## config.mk

```make
export PLATFORM = sky130hd
export DESIGN_NAME = csi_u_key_sequence_parser_top
export DESIGN_NICKNAME = d
export VERILOG_FILES = /design/src/rtl/core/csiu_pkg.sv /design/src/rtl/core/csi_u_key_sequence_parser_top.sv /design/src/rtl/core/csiu_decode.sv
export SDC_FILE = /design/constraint.sdc
export NUM_CORES = 1
export LEC_CHECK = 0
export ABC_AREA = 1
export BUFFER_PORTS_ARGS = -buffer_cell sky130_fd_sc_hd__buf_2
export CORE_ASPECT_RATIO = 0.9
export CORE_UTILIZATION = 41
export DETAILED_ROUTE_END_ITERATION = 12
export GPL_TIMING_DRIVEN = 0
export PLACE_DENSITY = 0.57
export SLEW_MARGIN = 20
export SYNTH_ARGS = -nofsm -noshare
export SYNTH_HDL_FRONTEND = slang
export SYNTH_SLANG_ARGS = --single-unit
export TNS_END_PERCENT = 5
```

## constraint.sdc

```tcl
create_clock -name clock -period 3 [get_ports clock]
set_clock_uncertainty 0.1 [all_clocks]
set_input_delay 0.3 -clock clock [delete_from_list [all_inputs] [get_ports clock]]
set_output_delay 0.3 -clock clock [all_outputs]
set_load 0.01 [all_outputs]
```

## src/rtl/core/csiu_pkg.sv

```systemverilog
package csiu_pkg;

   localparam int KEY_CODE_BITS_DEFAULT = 21;
   localparam int MOD_BITS = 8;
   localparam int EVENT_BITS = 4;
   localparam int DIGIT_BITS = 4;

   localparam logic [7:0] BYTE_ESC   = 8'h1B;
   localparam logic [7:0] BYTE_SEMI  = 8'h3B;
   localparam logic [7:0] BYTE_COLON = 8'h3A;
   localparam logic [7:0] BYTE_U     = 8'h75;
   localparam logic [7:0] BYTE_ZERO  = 8'h30;
   localparam logic [7:0] BYTE_NINE  = 8'h39;

   localparam logic [MOD_BITS-1:0] MOD_MAX = 8'hFF;

   typedef enum logic [4:0] {
      PH_WAIT  = 5'b00001,
      PH_SKIP  = 5'b00010,
      PH_CODE  = 5'b00100,
      PH_MOD   = 5'b01000,
      PH_EVENT = 5'b10000
   } phase_type;

   // Decoder verdict for the current beat.
   typedef struct packed {
      phase_type phase_in;
      logic      done;
      logic      show_key;
   } ctl_type;

endpackage

```

## src/rtl/core/csi_u_key_sequence_parser_top.sv

```systemverilog
// Keyboard escape-sequence parser: one terminal byte in per beat, one result
// beat out per byte, one byte per clock sustained while the sink does not
// stall. The decode is a single combinational pass from the parser state and
// the incoming byte into the output register; that register holds a result
// while the sink stalls and a new byte is still taken in the cycle the held
// result is drained. rsp_tlast marks the byte that completes a sequence and
// then carries the key code, modifier and event; on the ';' ending the key
// code only the key code is shown, and all other result beats are zero.
module csi_u_key_sequence_parser_top
   import csiu_pkg::*;
#(
   parameter int KEY_CODE_BITS = KEY_CODE_BITS_DEFAULT,
   localparam int RSP_BITS = KEY_CODE_BITS + MOD_BITS + EVENT_BITS,
   localparam int RSP_TDATA_BITS = ((RSP_BITS + 7) / 8) * 8
) (
   input  logic                      clock,
   input  logic                      reset,
   input  logic                      req_tvalid,
   output logic                      req_tready,
   input  logic [7:0]                req_tdata,   // byte_req
   output logic                      rsp_tvalid,
   input  logic                      rsp_tready,
   output logic                      rsp_tlast,   // done_res
   output logic [RSP_TDATA_BITS-1:0] rsp_tdata    // key, modifier, event_kind
);

   localparam int MOD_LO = KEY_CODE_BITS;
   localparam int EVENT_LO = KEY_CODE_BITS + MOD_BITS;

   phase_type                 phase_ff, phase_in;
   logic [KEY_CODE_BITS-1:0]  code_ff, code_in;
   logic [MOD_BITS-1:0]       mod_ff, mod_in;
   logic [EVENT_BITS-1:0]     event_ff, event_in;
   logic                      rsp_valid_ff, rsp_valid_in;
   logic                      rsp_last_ff;
   logic [RSP_TDATA_BITS-1:0] rsp_data_ff, rsp_data_in;
   logic                      req_accept;
   ctl_type                   ctl;

   csiu_decode #(
      .KEY_CODE_BITS(KEY_CODE_BITS)
   ) u_decode (
      .byte_in (req_tdata),
      .phase_ff(phase_ff),
      .code_ff (code_ff),
      .mod_ff  (mod_ff),
      .event_ff(event_ff),
      .ctl     (ctl),
      .code_in (code_in),
      .mod_in  (mod_in),
      .event_in(event_in)
   );

   assign req_tready = !rsp_valid_ff || rsp_tready;
   assign req_accept = req_tvalid && req_tready;
   assign phase_in = ctl.phase_in;

   always_comb begin
      rsp_data_in = '0;
      if (ctl.done || ctl.show_key) begin
         rsp_data_in[KEY_CODE_BITS-1:0] = code_ff;
      end
      if (ctl.done) begin
         rsp_data_in[MOD_LO +: MOD_BITS] = mod_ff;
         rsp_data_in[EVENT_LO +: EVENT_BITS] = event_ff;
      end
   end

   always_comb begin
      if (req_accept) begin
         rsp_valid_in = 1'b1;
      end else if (rsp_tready) begin
         rsp_valid_in = 1'b0;
      end else begin
         rsp_valid_in = rsp_valid_ff;
      end
   end

   always_ff @(posedge clock) begin
      if (reset) begin
         phase_ff <= PH_WAIT;
         code_ff <= '0;
         mod_ff <= '0;
         event_ff <= '0;
         rsp_valid_ff <= 1'b0;
      end else begin
         rsp_valid_ff <= rsp_valid_in;
         if (req_accept) begin
            phase_ff <= phase_in;
            code_ff <= code_in;
            mod_ff <= mod_in;
            event_ff <= event_in;
         end
      end
   end

   always_ff @(posedge clock) begin
      if (req_accept) begin
         rsp_last_ff <= ctl.done;
         rsp_data_ff <= rsp_data_in;
      end
   end

   assign rsp_tvalid = rsp_valid_ff;
   assign rsp_tlast = rsp_last_ff;
   assign rsp_tdata = rsp_data_ff;

   // A completed sequence always returns the parser to waiting for escape.
   a_done_to_wait: assert property (@(posedge clock) disable iff (reset)
      req_accept && ctl.done |=> phase_ff == PH_WAIT)
      else $error("parser did not return to wait after a completed sequence");

   // Modifier and event are only ever shown on a completing beat.
   a_fields_zero: assert property (@(posedge clock) disable iff (reset)
      rsp_tvalid && !rsp_tlast |->
         rsp_tdata[RSP_TDATA_BITS-1:MOD_LO] == '0)
      else $error("modifier or event shown on a beat that completes nothing");

   // Draining the output register must make room for the next byte.
   a_no_bubble: assert property (@(posedge clock) disable iff (reset)
      !rsp_tvalid || rsp_tready |-> req_tready)
      else $error("input stalled while the output register is free");

   // Accumulators are clear whenever the parser waits for escape.
   a_wait_clear: assert property (@(posedge clock) disable iff (reset)
      phase_ff == PH_WAIT |-> code_ff == '0 && mod_ff == '0 && event_ff == '0)
      else $error("accumulators not clear while waiting for escape");

endmodule

```

## src/rtl/core/csiu_decode.sv

```systemverilog
module csiu_decode
   import csiu_pkg::*;
#(
   parameter int KEY_CODE_BITS = KEY_CODE_BITS_DEFAULT
) (
   input  logic [7:0]               byte_in,
   input  phase_type                phase_ff,
   input  logic [KEY_CODE_BITS-1:0] code_ff,
   input  logic [MOD_BITS-1:0]      mod_ff,
   input  logic [EVENT_BITS-1:0]    event_ff,
   output ctl_type                  ctl,
   output logic [KEY_CODE_BITS-1:0] code_in,
   output logic [MOD_BITS-1:0]      mod_in,
   output logic [EVENT_BITS-1:0]    event_in
);

   localparam int CODE_WIDE_BITS = KEY_CODE_BITS + 4;
   localparam int MOD_WIDE_BITS = MOD_BITS + 4;

   logic                      is_digit;
   logic [DIGIT_BITS-1:0]     digit;
   logic [CODE_WIDE_BITS-1:0] code_wide;
   logic [CODE_WIDE_BITS-1:0] code_ext;
   logic [MOD_WIDE_BITS-1:0]  mod_wide;
   logic [MOD_WIDE_BITS-1:0]  mod_ext;
   logic [KEY_CODE_BITS-1:0]  code_sat;
   logic [MOD_BITS-1:0]       mod_sat;

   assign is_digit = (byte_in >= BYTE_ZERO) && (byte_in <= BYTE_NINE);
   // Within '0'..'9' the low nibble is the digit value.
   assign digit = byte_in[DIGIT_BITS-1:0];

   // Times ten as a shift-add; the top four bits flag an overflow.
   assign code_ext = {4'b0000, code_ff};
   assign code_wide = (code_ext << 3) + (code_ext << 1)
                      + {{(CODE_WIDE_BITS-DIGIT_BITS){1'b0}}, digit};
   assign code_sat = (code_wide[CODE_WIDE_BITS-1:KEY_CODE_BITS] != 4'b0000)
                     ? {KEY_CODE_BITS{1'b1}} : code_wide[KEY_CODE_BITS-1:0];

   assign mod_ext = {4'b0000, mod_ff};
   assign mod_wide = (mod_ext << 3) + (mod_ext << 1)
                     + {{(MOD_WIDE_BITS-DIGIT_BITS){1'b0}}, digit};
   assign mod_sat = (mod_wide[MOD_WIDE_BITS-1:MOD_BITS] != 4'b0000)
                    ? MOD_MAX : mod_wide[MOD_BITS-1:0];

   always_comb begin
      ctl.phase_in = phase_ff;
      ctl.done = 1'b0;
      ctl.show_key = 1'b0;
      code_in = code_ff;
      mod_in = mod_ff;
      event_in = event_ff;
      unique case (phase_ff)
         PH_SKIP: begin
            ctl.phase_in = PH_CODE;
            code_in = '0;
         end
         PH_CODE: begin
            if (is_digit) begin
               code_in = code_sat;
            end else if (byte_in == BYTE_SEMI) begin
               ctl.show_key = 1'b1;
               ctl.phase_in = PH_MOD;
            end else begin
               ctl.done = 1'b1;
            end
         end
         PH_MOD: begin
            if (is_digit) begin
               mod_in = mod_sat;
            end else if (byte_in == BYTE_COLON) begin
               ctl.phase_in = PH_EVENT;
            end
         end
         PH_EVENT: begin
            if (is_digit) begin
               event_in = digit;
            end else if (byte_in == BYTE_U) begin
               ctl.done = 1'b1;
            end
         end
         default: begin
            ctl.phase_in = (byte_in == BYTE_ESC) ? PH_SKIP : PH_WAIT;
         end
      endcase
      // A finished sequence clears everything and waits for the next escape.
      if (ctl.done) begin
         ctl.phase_in = PH_WAIT;
         code_in = '0;
         mod_in = '0;
         event_in = '0;
      end
   end

endmodule

```

-- After elaboration in Yosys (flattened, before gate mapping)
Index checks and enable logic that the tools add are counted.
- register bits after elaboration: 73
- bits of input ports: 12
- word-level logic and storage cells: 70
- add/subtract/negate cells: 4
- magnitude comparators: 2
- equal/unequal tests: 14
- multiplexer cells: 26
- reduce and logical (&&, ||, !) cells: 16
- operators with widths (operator ; number):
    $mux 21 ; 3
    $pmux 21 s2 ; 1
    $mux 8 ; 4
    $add 24x22->25 ; 1
    $add 25x4->25 ; 1
    $mux 5 ; 4
    $pmux 5 s4 ; 1
    $eq 8x6->1 const B ; 2
    $add 11x9->12 ; 1
    $add 12x4->12 ; 1
    $mux 4 ; 3
    $ne 3x2->1 const B ; 3
    $reduce_and 3->1 ; 3
    $eq 8x5->1 const B ; 1
    $eq 8x7->1 const B ; 1
    $ge 8x6->1 const B ; 1
    $le 8x6->1 const B ; 1
    $reduce_bool 2->1 ; 4
    $reduce_bool 4->1 ; 2
    $mux 1 ; 7
    $mux 7 ; 1
    $ne 3x3->1 const B ; 2
    $reduce_and 6->1 ; 1
    $eq 5x2->1 const B ; 1
    10 further kinds ; 12

-- Logic depth before layout (Yosys ltp)
Gate-level depths: netlist of the first run.
- depth after elaboration: 7
- gate-level depth with buffers: 17

-- Hierarchy
A second synthesis of the first run with hierarchy kept.
- cell total of the unflattened synthesis: 1018
- area total of the unflattened synthesis: 6671.4 um^2
- modules (own cells, without submodules) (module ; times used ; cells an instance ; area each (um^2)):
    csiu_decode ; 1 ; 653 ; 3492.1
    csi_u_key_sequence_parser_top ; 1 ; 365 ; 3179.3

-- Worst setup path before layout of the first run
OpenSTA, ideal clock, no wires.
- kind: input to register
- start: input port req_tdata[3]
- end: register code_ff[10]
- arrival time: 2519 ps
- path slack: 248 ps
- stages on the path: 17
- buffers on the path: 1
- path through: inv_1 > fa_1 > inv_1 > fa_1 > nand3_1 > nand2_1 > nand2_1 > nand2_1 > nand3_1 > nand2_1 > nand2_1 > nand2_1 > nor2_1 > buf_4 > nand3_1 > nand2_1 > a21oi_2
- longest elaborated chain between the ends: 6
- RTL lines (element ; RTL line ; text):
    start: declaration ; csi_u_key_sequence_parser_top.sv:20 ; input logic [7:0] req_tdata,
    $add 25x4->25, or another cell as far along ; csiu_decode.sv:36 ; + {{(CODE_WIDE_BITS-DIGIT_BITS){1'b0}}, digit};
    $reduce_bool 4->1, or another cell as far along ; csiu_decode.sv:37 ; assign code_sat = (code_wide[CODE_WIDE_BITS-1:KEY_CODE_BITS] != 4'b0000)
    $mux 21, or another cell as far along ; csiu_decode.sv:38 ; ? {KEY_CODE_BITS{1'b1}} : code_wide[KEY_CODE_BITS-1:0];
    $mux 21 / $pmux 1 s2 (equally long branches) ; csiu_decode.sv:59, csiu_decode.sv:53 ;
    $pmux 21 s2, or another cell as far along ; csiu_decode.sv:53 ; unique case (phase_ff)
    $mux 21 / $reduce_and 3->1 (equally long branches) ; n/a ;
    end signal: assignment ; csi_u_key_sequence_parser_top.sv:90 ; code_ff <= code_in;
    end: declaration ; csi_u_key_sequence_parser_top.sv:31 ; logic [KEY_CODE_BITS-1:0] code_ff, code_in;
Parallel ways exist; a longest one is shown, timed or not. The select of a mux whose other input is x is not followed.
A chain may end at the register's enable or synchronous reset.

-- Worst setup path in the final report of the first run
- start: register code_ff[0]
- end: register code_ff[13]
- longest elaborated chain between the ends: 7
- RTL lines (element ; RTL line ; text):
    $add 24x22->25 * ; csiu_decode.sv:35 ; assign code_wide = (code_ext << 3) + (code_ext << 1)
    $add 25x4->25 * ; csiu_decode.sv:36 ;
    $reduce_bool 4->1 ; csiu_decode.sv:37 ;
    $mux 21 * ; csiu_decode.sv:38 ;
    $mux 21 * ; csiu_decode.sv:59 ; if (is_digit) begin
    $pmux 21 s2 * ; csiu_decode.sv:53 ;
    $mux 21 * ; csiu_decode.sv:87 ; if (ctl.done) begin
Mark *: on every way between the ends. The rest lies on a longest branch, timed or not. The select of a mux whose other input is x is not followed.

==> impl_metrics.yaml, run 1 <==
cells_and_area:
  layout.cells.most_common_list: "183 x sky130_fd_sc_hd__nand2_1, 114 x sky130_fd_sc_hd__inv_1, 61 x sky130_fd_sc_hd__nor2_1"
  finish.utilization: 0.497
  layout.nets: 873
  nFillCells: 1255
  post_route_cells_drive_above_1_share: 0.164
  mostFrequentLayoutCell: "sky130_fd_sc_hd__nand2_1"
  flow.area_growth_from_synthesis_pct: 17.9
  antenna-diode-count: 0
routing:
  dr.first_iter.drc_count: 377
  via_count: 4795
  final_antenna_net_count: 0
  wirelength_um: 13000
  routed_len_inst_um: 13.4
  route.detailed.drc: 0
  detail_route.vias_per_cell: 4.94
  drtPass1Iterations: 5
timing:
  finalMaxSlewViolations: 0
  period_share: 0.962
  post-route-min-period_ps: 2890
  max_clock_freq_mhz: 346
  slew_worst_pin_ps: 668
  rsz0062_at_grt: "true"
  hold_viol: 0
  timing.max_slew.rel_slack: 0.555
  total_setup_violations_reported_at_the_end_of_the_flow: 0
yosys:
  synth_sequential_area_ratio: 0.336
  synth_area_leaders: "sky130_fd_sc_hd__edfxtp_1 19%, sky130_fd_sc_hd__dfxtp_1 15%, sky130_fd_sc_hd__nand2_1 13%"
  synth-seq-cells: 73
  yosysWarningCount: 0
  syn-cell-area_um2: 5370
  post-synth-top-area-fraction: 0.190
  netlist-cell-type-count: 34
  synthesis.instances: 733
  synth_largest_area_cell: "sky130_fd_sc_hd__edfxtp_1"
  average_cell_area_after_synthesis_um2: 7.32
critical_path:
  worst_ep_arrival_time_ps: 2980
  r2r_slack_ps: 110
  endpoint_kind: "flop"
  critical_path.max_fanout: 5
  crit_path_start_kind: "flop"
  criticalPathCategory: "flop to flop"
  worst-endpoint-required_ps: 3100
pwr:
  powerDensity_nw_per_um2: 394
  vdd_drop_max_v: 0.000341
  design_power_total_mw: 2.49
  cellLeakagePower_nw: 3.11
cts:
  ctsRootBufferMaster: "sky130_fd_sc_hd__clkbuf_16"
  cts_max_path_buffers: 2
  post_cts_hold_buffer_count: 0
  h-tree-depth: 3
  numCtsBuffers: 9
  clk_transition_reported_paths_ps: 60
  worst_skew_pair.late_latency_ps: 340
  cts.sink_count: 73
  tritoncts: "done"
floorplanning:
  start_util: 0.421
  fp.coreArea_um2: 12700
  dieHeight_um: 111
  placementRows: 39
  io_pins: 55
  die_width_um: 123
  die_area_um2: 13600
global_routing:
  first_global_vias: 4444
  grt_pass1_wl_um: 22000
  globalRouteTotalUtil: 0.207
  initial_antenna_violation_count: 0
  gr-total-overflow: 0
  grt_start_max_net_pins: 24
outcome:
  run_status: "complete, no violations"
min_path:
  min-delay-path-class: "primary input to flop"
placed_design:
  dpl.hpwl_um: 10300
  finalWeightedCongestion: 0.852
  port_buffers: 46
job:
  cap_viol_max_count: 0
-- critical path: stages (launching register included) --
cell	delay (ps)
sky130_fd_sc_hd__dfxtp_2	340
sky130_fd_sc_hd__inv_1	70
sky130_fd_sc_hd__fa_1	530
sky130_fd_sc_hd__inv_2	60
sky130_fd_sc_hd__fa_2	370
sky130_fd_sc_hd__nand3_2	110
sky130_fd_sc_hd__nand2_4	90
sky130_fd_sc_hd__nand2_2	110
sky130_fd_sc_hd__nand2_4	70
sky130_fd_sc_hd__nand3_2	60
sky130_fd_sc_hd__nand2_2	90
sky130_fd_sc_hd__nand2_2	70
sky130_fd_sc_hd__nand2_2	60
sky130_fd_sc_hd__nor2_4	240
sky130_fd_sc_hd__buf_6	160
sky130_fd_sc_hd__nand3_1	80
sky130_fd_sc_hd__nand2_1	80
sky130_fd_sc_hd__a21oi_2	50
-- Yosys cell counts (all sizes together) --
cell type  count
edfxtp        34
o31ai          1
a21oi         67
nand2        200
a31oi          1
nor3           9
buf           18
conb           1
xor2           6
nand3b         2
inv          119
o21bai         4
ha            56
o21ai         16
nand3         50
nand4         18
clkbuf         5
fa             4
nor2          68
dfxtp         39
xnor2         13
o21a           1
o211ai         1
-- state kept, by name (all words and copies together) (netlist names) --
| name | cells |
|---|---|
| code_ff | 21 |
| mod_ff | 8 |
| rsp_tdata | 33 |
| event_ff | 4 |
| rsp_tlast | 1 |
| phase_ff | 5 |
| rsp_tvalid | 1 |
-- cells by family (layout without fill, tap and decap cells) --
kind of cell | Yosys count | in the layout | share of synthesized area
AND/OR/NAND/NOR | 347 | 347 | 0.279
buffers and inverters | 142 | 209 | 0.112
AO/OA/AOI/OAI | 91 | 91 | 0.0965
flip-flops | 73 | 73 | 0.336
adder cells (fa/ha/maj) | 60 | 60 | 0.145
XOR/XNOR | 19 | 19 | 0.0310
other | 1 | 7 | 0.000699
-- final cells by class --
cell class	count	area [um2]	share of cell area
inverter	119	449	0.0710
multi-input combinational	524	3060	0.484
timing repair buffer	51	288	0.0455
tap	164	205	0.0324
clock inverter	4	98.8	0.0156
sequential	73	1810	0.285
buffer	23	163	0.0257
clock buffer	12	258	0.0407
-- metrics by stage --
| step | TNS, ps | worst slack, ps | instances | instance area, um2 | hold WS (ps) |
|---|---|---|---|---|---|
| finish | 0 | 113 | 970 | 6330 | 185 |
| global placement | -12120 | -598 | 949 | 5820 | 356 |
| detailed placement | -12860 | -641 | 950 | 5840 | 357 |
| CTS | 0 | 3.69 | 969 | 6260 | 168 |
| floorplan | 0 | 248 | 739 | 5390 | 339 |
| global route | -215 | -44.8 | 970 | 6330 | 210 |
-- timing repair --
action	CTS	global route
setup buffers	1	1
gates cloned	2	0
gates resized for setup	13	22
setup endpoints to repair	21	26
pin swaps	2	2
-- worst paths after layout --
| path | startpoint | to | cells past startpoint |
|---|---|---|---|
| setup reg to reg | code_ff[0]$_SDFFE_PP0P_ | code_ff[13]$_SDFFE_PP0P_ | 17 |
| hold / removal | rsp_tready | rsp_tvalid$_SDFFE_PP0P_ | 4 |
| hold reg to reg | event_ff[1]$_SDFFE_PP0P_ | event_ff[1]$_SDFFE_PP0P_ | 2 |
| setup / recovery | code_ff[0]$_SDFFE_PP0P_ | code_ff[13]$_SDFFE_PP0P_ | 17 |
-- power by group --
part	switching [mW]	internal [mW]
registers	0.00934	1.07
clock network	0.407	0.865
logic	0.0944	0.0492
total	0.510	1.98
-- metal layers --
| layer | global-route usage | wire (um) | vias up | share of wire |
|---|---|---|---|---|
| met5 | 0 | 0 | - | 0 |
| met4 | 0.0528 | 179 | 0 | 0.014 |
| met3 | 0.0455 | 517 | 12 | 0.040 |
| met2 | 0.306 | 5530 | 109 | 0.42 |
| met1 | 0.303 | 6810 | 2173 | 0.52 |
| li1 | - | - | 2501 | - |
(Power assumes the default switching activity.)
==> run 2, diff against run 1 <==
- ABC_AREA: 1 -> unset
==> run 2 against run 1 <==
The flow now finishes with violations (negative setup slack). Sequential power is essentially flat. Critical path depth shrank 5. Combinational power shrank 17%. Area after synthesis shrank 7.7%. Sequential share of layout area grew 1.9 points. Largest cell class unchanged.
==> impl_metrics.yaml, run 2 <==
yosys:
  synthMostInstantiatedCell: "sky130_fd_sc_hd__a21oi_1"
  main_flop_type_after_synthesis: "sky130_fd_sc_hd__dfxtp_1"
  netlist-cell-type-count: 68
  synth.cells.most_frequent: "65 x sky130_fd_sc_hd__a21oi_1, 56 x sky130_fd_sc_hd__ha_1, 39 x sky130_fd_sc_hd__dfxtp_1, 39 x sky130_fd_sc_hd__nor2_1, 38 x sky130_fd_sc_hd__nand2_1"
  synth_area_leaders: "sky130_fd_sc_hd__edfxtp_1 21%, sky130_fd_sc_hd__dfxtp_1 16%, sky130_fd_sc_hd__ha_1 14%"
  ys_async_sr_fraction: 0
  post-synth-top-area-fraction: 0.206
  synth-seq-cells: 73
  synth_largest_area_cell: "sky130_fd_sc_hd__edfxtp_1"
  synthesis.instances: 532
  average_cell_area_after_synthesis_um2: 9.31
  number_of_enable_flip_flop_cells_after_synthesis: 34
  yosysWarningCount: 0
  syn-cell-area_um2: 4950
  synth_sequential_area_ratio: 0.364
timing:
  hold_viol: 0
  period_share: 1.02
  max_clock_freq_mhz: 326
  worst_slack_ps: -66.6
  finalMaxSlewViolations: 0
  slew_worst_pin_ps: 1000
  post-route-min-period_ps: 3070
  setup_tns_ps: -702
  timing.max_slew.rel_slack: 0.327
  rsz0062_at_grt: "true"
  total_setup_violations_reported_at_the_end_of_the_flow: 20
global_routing:
  first_global_vias: 4196
  globalRouteTotalUtil: 0.209
  grt_pass1_wl_um: 20600
  initial_antenna_violation_count: 0
  grt_start_max_net_pins: 37
  gr-total-overflow: 0
cts:
  h-tree-depth: 3
  cts.sink_count: 73
  cts_max_path_buffers: 2
  clk_transition_reported_paths_ps: 60
  ctsRootBufferMaster: "sky130_fd_sc_hd__clkbuf_16"
  worst_skew_pair.late_latency_ps: 340
  tritoncts: "done"
  numCtsBuffers: 9
job:
  cap_viol_max_count: 0
cells_and_area:
  antenna-diode-count: 0
  layout.nets: 676
  mostFrequentLayoutCell: "sky130_fd_sc_hd__a21oi_1"
  largest_register_ffs: 33
  post_route_cells_drive_above_1_share: 0.212
  layout.cells.most_common_list: "62 x sky130_fd_sc_hd__a21oi_1, 53 x sky130_fd_sc_hd__buf_2, 53 x sky130_fd_sc_hd__ha_1"
  flow.area_growth_from_synthesis_pct: 20.1
critical_path:
  r2r_end: "code_ff[14]$_SDFFE_PP0P_"
  criticalPathCategory: "flop to flop"
  timing.critical_path.slowest_cell_delay_ps: 510
  worst_ep_arrival_time_ps: 3230
  timing.critical_path.max_delay_family: "compound AO/OA/AOI/OAI gates"
  crit_path_start_kind: "flop"
  crit-reg2reg-launch: "code_ff[0]$_SDFFE_PP0P_"
  r2r_slack_ps: -70
  worst-endpoint-required_ps: 3160
  worstPathBufferInverterCount: 4
  critical_path.max_fanout: 10
  cp_slowest_cell: "sky130_fd_sc_hd__fa_1"
  logic_depth_of_the_worst_register_to_register_path: 12
  endpoint_kind: "flop"
  cp_cell_sequence: "inv_2 > fa_1 > inv_2 > ha_4 > a211oi_4 > o21ai_2 > or4b_4 > a21o_1 > a211o_1 > buf_6 > buf_8 > a31oi_1"
  worst_path_most_repeated_cell: "sky130_fd_sc_hd__inv_2"
  critPathLaunch: "code_ff[0]$_SDFFE_PP0P_"
placed_design:
  dpl.hpwl_um: 9160
  port_buffers: 46
  finalWeightedCongestion: 0.872
routing:
  final_antenna_net_count: 0
  detail_route.vias_per_cell: 5.61
  via_count: 4292
  wirelength_um: 12500
  route.detailed.drc: 0
  routed_len_inst_um: 16.3
  dr.first_iter.drc_count: 235
  drtPass1Iterations: 5
floorplanning:
  start_util: 0.426
  placementRows: 37
  io_pins: 55
  die_width_um: 118
  dieHeight_um: 106
  fp.coreArea_um2: 11600
  die_area_um2: 12500
outcome:
  violations: "negative setup slack"
  run_status: "complete, but fails checks"
pwr:
  design_power_total_mw: 2.34
  powerDensity_nw_per_um2: 393
  cellLeakagePower_nw: 2.55
  vdd_drop_max_v: 0.000373
min_path:
  whs_path_depth: 3
  holdCritStartpoint: "req_tvalid"
  timing.hold.worst_endpoint: "rsp_tvalid$_SDFFE_PP0P_"
  min-delay-path-class: "primary input to flop"
## run 2: cell types whose count changed in the layout (fill, tap and decap cells not counted), moves of 13 or more
cell                      delta
sky130_fd_sc_hd__a31oi_1    +18
sky130_fd_sc_hd__and2_1     +35
sky130_fd_sc_hd__inv_1     -104
sky130_fd_sc_hd__nand2_1   -145
sky130_fd_sc_hd__nand2_2    -13
sky130_fd_sc_hd__nand3_1    -37
sky130_fd_sc_hd__nor2_1     -22
## run 2: worst max path at each step
stage | endpoint | slack, ps | cells after the start
final | code_ff[14]$_SDFFE_PP0P_ | -70 | 12
after global routing | code_ff[6]$_SDFFE_PP0P_ | -200 | 13
after CTS | code_ff[14]$_SDFFE_PP0P_ | -90 | 12
after detailed placement | code_ff[3]$_SDFFE_PP0P_ | -660 | 13
after global placement | code_ff[4]$_SDFFE_PP0P_ | -630 | 13
after floorplan | code_ff[20]$_SDFFE_PP0P_ | 30 | 11
## run 2: per-layer routing
metal / track usage / up-vias / share of wire
met5: 0 / - / 0
met4: 0.0742 / 0 / 0.015
met3: 0.0477 / 17 / 0.042
met2: 0.334 / 98 / 0.45
met1: 0.277 / 2046 / 0.49
li1: - / 2131 / -
## run 2: logic make-up after synthesis
| logic type | synth area share |
|---|---|
| xor gates and xnor gates | 0.0212 |
| other | 0.000757 |
| AOI/OAI and AO/OA | 0.221 |
| muxes | 0.00606 |
| DFF | 0.364 |
| and+or+nand+nor | 0.189 |
| buffers and inverters | 0.0412 |
| adders and majority gates | 0.158 |
## run 2: worst reg2reg max path: stages, from the launching register on
cell	delay, ps
sky130_fd_sc_hd__dfxtp_2	340
sky130_fd_sc_hd__inv_2	40
sky130_fd_sc_hd__fa_1	510
sky130_fd_sc_hd__inv_2	60
sky130_fd_sc_hd__ha_4	270
sky130_fd_sc_hd__a211oi_4	60
sky130_fd_sc_hd__o21ai_2	180
sky130_fd_sc_hd__or4b_4	510
sky130_fd_sc_hd__a21o_1	180
sky130_fd_sc_hd__a211o_1	290
sky130_fd_sc_hd__buf_6	150
sky130_fd_sc_hd__buf_8	140
sky130_fd_sc_hd__a31oi_1	170
## run 2: metrics by stage
stage	worst slack, ps	hold slack, ps	util	instance area [um2]	std cells
finish	-66.6	106	0.512	5950	765
CTS	-85.2	99.8	0.509	5910	765
floorplan	34.9	329	-	4990	538
detailed placement	-660	371	0.466	5420	740
global route	-196	111	0.512	5950	765
global placement	-630	370	0.466	5420	740
## run 2: power breakdown
part           internal [mW]  switching (mW)  total, mW  leakage, nW
combinational         0.0407          0.0786      0.119         1.73
clock                  0.727           0.427       1.15        0.153
sequential              1.06         0.00648       1.07        0.663
## run 2: final cells by class
class / instances / area [um2]
inverter: 13 / 48.8
multi-input combinational: 427 / 3090
fill: 1105 / 5670
sequential: 73 / 1810
timing repair buffer: 55 / 310
tap: 156 / 195
buffer: 25 / 170
clock inverter: 7 / 93.8
clock buffer: 9 / 225
## run 2: timing repair
action,CTS,global route
cloned,0,0
pin swaps,9,16
setup endpoints to repair,21,24
hold buffers,0,0
setup buffers,9,0
resized for setup,25,13
==> run 3, diff against run 2 <==
- CORE_UTILIZATION: 41 -> 31
- PLACE_DENSITY: 0.57 -> 0.46
==> run 3 against run 2 <==
The flow still finishes with violations (negative setup slack). Global-route usage down 4.4 points. First-iteration DRC count is 33% higher. Sequential power about the same. Clock-buffer cell count is 3 higher. Via count is essentially flat. Worst setup slack lost 49 ps. Clock power barely moved. Non-clock buffer count grew 2. Die area grew 32%. Critical endpoint is now code_ff[20]$_SDFFE_PP0P_. Design area is 2.3% higher. Critical path depth unchanged.
==> impl_metrics.yaml, run 3 (synthesis gave the netlist of run 2 again) <==
outcome:
  run_status: "complete, but fails checks"
  violations: "negative setup slack"
global_routing:
  grt_pass1_wl_um: 21000
  first_global_vias: 4115
  grt_util_met2: 0.262
  grt.met3_usage: 0.0225
  initial_antenna_violation_count: 0
  grt_start_max_net_pins: 25
  gr-max-usage-layer: "met2"
  use_met1: 0.228
  globalRouteTotalUtil: 0.165
  gr-total-overflow: 0
floorplanning:
  io_pins: 55
  start_util: 0.320
  die_area_um2: 16500
  placementRows: 43
  fp.coreArea_um2: 15500
  dieHeight_um: 122
  die_width_um: 135
placed_design:
  dpl.hpwl_um: 9690
  port_buffers: 46
  finalWeightedCongestion: 0.837
  post_dp_cell_area_um2: 5490
  cells_after_dpl: 787
routing:
  drtPass1Iterations: 4
  detail_route.vias_per_cell: 5.28
  via_count: 4289
  dr.first_iter.drc_count: 313
  routed_len_inst_um: 15.8
  route.detailed.drc: 0
  wirelength_um: 12800
  final_antenna_net_count: 0
cells_and_area:
  layout.cells.most_common_list: "64 x sky130_fd_sc_hd__a21oi_1, 53 x sky130_fd_sc_hd__buf_2, 53 x sky130_fd_sc_hd__ha_1"
  antenna-diode-count: 0
  multi_input_area_um2: 3110
  nFillCells: 1596
  register_area_um2: 1810
  stdcell_area_um2: 6090
  final_cells: 813
  post_route_cells_drive_above_1_share: 0.214
  finish.utilization: 0.393
  mostFrequentLayoutCell: "sky130_fd_sc_hd__a21oi_1"
  flow.area_growth_from_synthesis_pct: 22.9
  layout.nets: 678
  largest_register_ffs: 33
timing:
  post-route-min-period_ps: 3120
  period_share: 1.04
  timing.max_slew.rel_slack: 0.334
  worst_slack_ps: -116
  total_setup_violations_reported_at_the_end_of_the_flow: 20
  max_clock_freq_mhz: 321
  slew_worst_pin_ps: 991
  hold_viol: 0
  finalMaxSlewViolations: 0
  rsz0062_at_grt: "true"
critical_path:
  r2r_slack_ps: -120
  worst_ep_arrival_time_ps: 3270
  cp_cell_sequence: "inv_2 > fa_1 > inv_2 > ha_4 > a211oi_4 > o21ai_2 > or4b_4 > a21o_1 > a211o_1 > buf_6 > or2_4 > o211ai_1"
  crit_path_start_kind: "flop"
  r2r_end: "code_ff[20]$_SDFFE_PP0P_"
  endpoint_kind: "flop"
  criticalPathCategory: "flop to flop"
  crit-reg2reg-launch: "code_ff[2]$_SDFFE_PP0P_"
  worstPathBufferInverterCount: 3
  worst_path_most_repeated_cell: "sky130_fd_sc_hd__inv_2"
  worst-endpoint-required_ps: 3150
  logic_depth_of_the_worst_register_to_register_path: 12
  timing.critical_path.max_delay_family: "adder cells"
  critical_path.max_fanout: 4
  timing.critical_path.slowest_cell_delay_ps: 530
  cp_slowest_cell: "sky130_fd_sc_hd__or4b_4"
  critPathLaunch: "code_ff[2]$_SDFFE_PP0P_"
cts:
  worst_skew_pair.late_latency_ps: 340
  cts_max_path_buffers: 2
  ctsRootBufferMaster: "sky130_fd_sc_hd__clkbuf_16"
  tritoncts: "done"
  numCtsBuffers: 9
  clk_transition_reported_paths_ps: 60
  cts.sink_count: 73
  h-tree-depth: 3
job:
  cap_viol_max_count: 0
pwr:
  combinationalPowerShare: 0.053
  cell_internal_pwr_mw: 1.88
  cellLeakagePower_nw: 2.58
  p_switching_mw: 0.496
  share_clk_of_total_power: 0.497
  powerDensity_nw_per_um2: 390
  power_frac_seq: 0.449
  vdd_drop_max_v: 0.000249
  p_sw_frac: 0.209
min_path:
  holdCritStartpoint: "req_tvalid"
  whs_path_depth: 3
  timing.hold.worst_endpoint: "rsp_tvalid$_SDFFE_PP0P_"
  min-delay-path-class: "primary input to flop"
==> run 3: power groups by stage <==
stage | clock (mW) | combinational (mW) | sequential (mW)
global placement | 0 | 0.120 | 1.09
finish | 1.18 | 0.127 | 1.07
global route | 1.24 | 0.141 | 1.07
floorplan | 0 | 0.0552 | 1.10
CTS | 1.21 | 0.127 | 1.07
detailed placement | 0 | 0.124 | 1.09
==> run 3: what timing repair did <==
action,4_1_cts,5_1_grt
hold buffers,0,0
gates resized for setup,28,13
endpoints found under the setup margin,21,21
pin swaps,14,10
setup buffers,8,1
gates cloned,1,0
==> run 3: how the worst max path moves through the flow <==
stage | slack, ps | cells past startpoint | to
4_1_cts | -110 | 12 | code_ff[9]$_SDFFE_PP0P_
3_5_place_dp | -670 | 13 | code_ff[9]$_SDFFE_PP0P_
6_report | -120 | 12 | code_ff[20]$_SDFFE_PP0P_
2_1_floorplan | 30 | 11 | code_ff[20]$_SDFFE_PP0P_
5_1_grt | -220 | 12 | code_ff[9]$_SDFFE_PP0P_
3_3_place_gp | -690 | 13 | code_ff[6]$_SDFFE_PP0P_
==> run 3: worst register-to-register path, stage by stage (launching register included) <==
cell	delay, ps
sky130_fd_sc_hd__dfxtp_4	350
sky130_fd_sc_hd__inv_2	30
sky130_fd_sc_hd__fa_1	520
sky130_fd_sc_hd__inv_2	60
sky130_fd_sc_hd__ha_4	280
sky130_fd_sc_hd__a211oi_4	60
sky130_fd_sc_hd__o21ai_2	140
sky130_fd_sc_hd__or4b_4	530
sky130_fd_sc_hd__a21o_1	180
sky130_fd_sc_hd__a211o_1	320
sky130_fd_sc_hd__buf_6	130
sky130_fd_sc_hd__or2_4	220
sky130_fd_sc_hd__o211ai_1	90
==> run 3: layout make-up <==
cell class | count | share of cell area
multi-input cells | 427 | 0.511
flip-flops and latches | 73 | 0.297
repair buffers | 57 | 0.0600
clock buffers | 12 | 0.0421
well taps | 202 | 0.0415
plain buffers | 25 | 0.0273
clock inverters | 4 | 0.0123
inverters | 13 | 0.00802
==> run 3: stage by stage <==
step,total power [mW],worst slack (ps),hold WS (ps),TNS [ps]
after CTS,2.40,-114,100,-1920
after floorplan,1.16,34.9,329,0
after global routing,2.45,-224,127,-3820
after detailed placement,1.21,-669,370,-13470
after global placement,1.21,-686,372,-14020
final,2.37,-116,112,-1580
==> run 3: layer usage <==
metal	up-vias	part of all wire
met4	0	0.016
met2	73	0.45
li1	2139	-
met3	12	0.030
met5	-	0
met1	2065	0.50
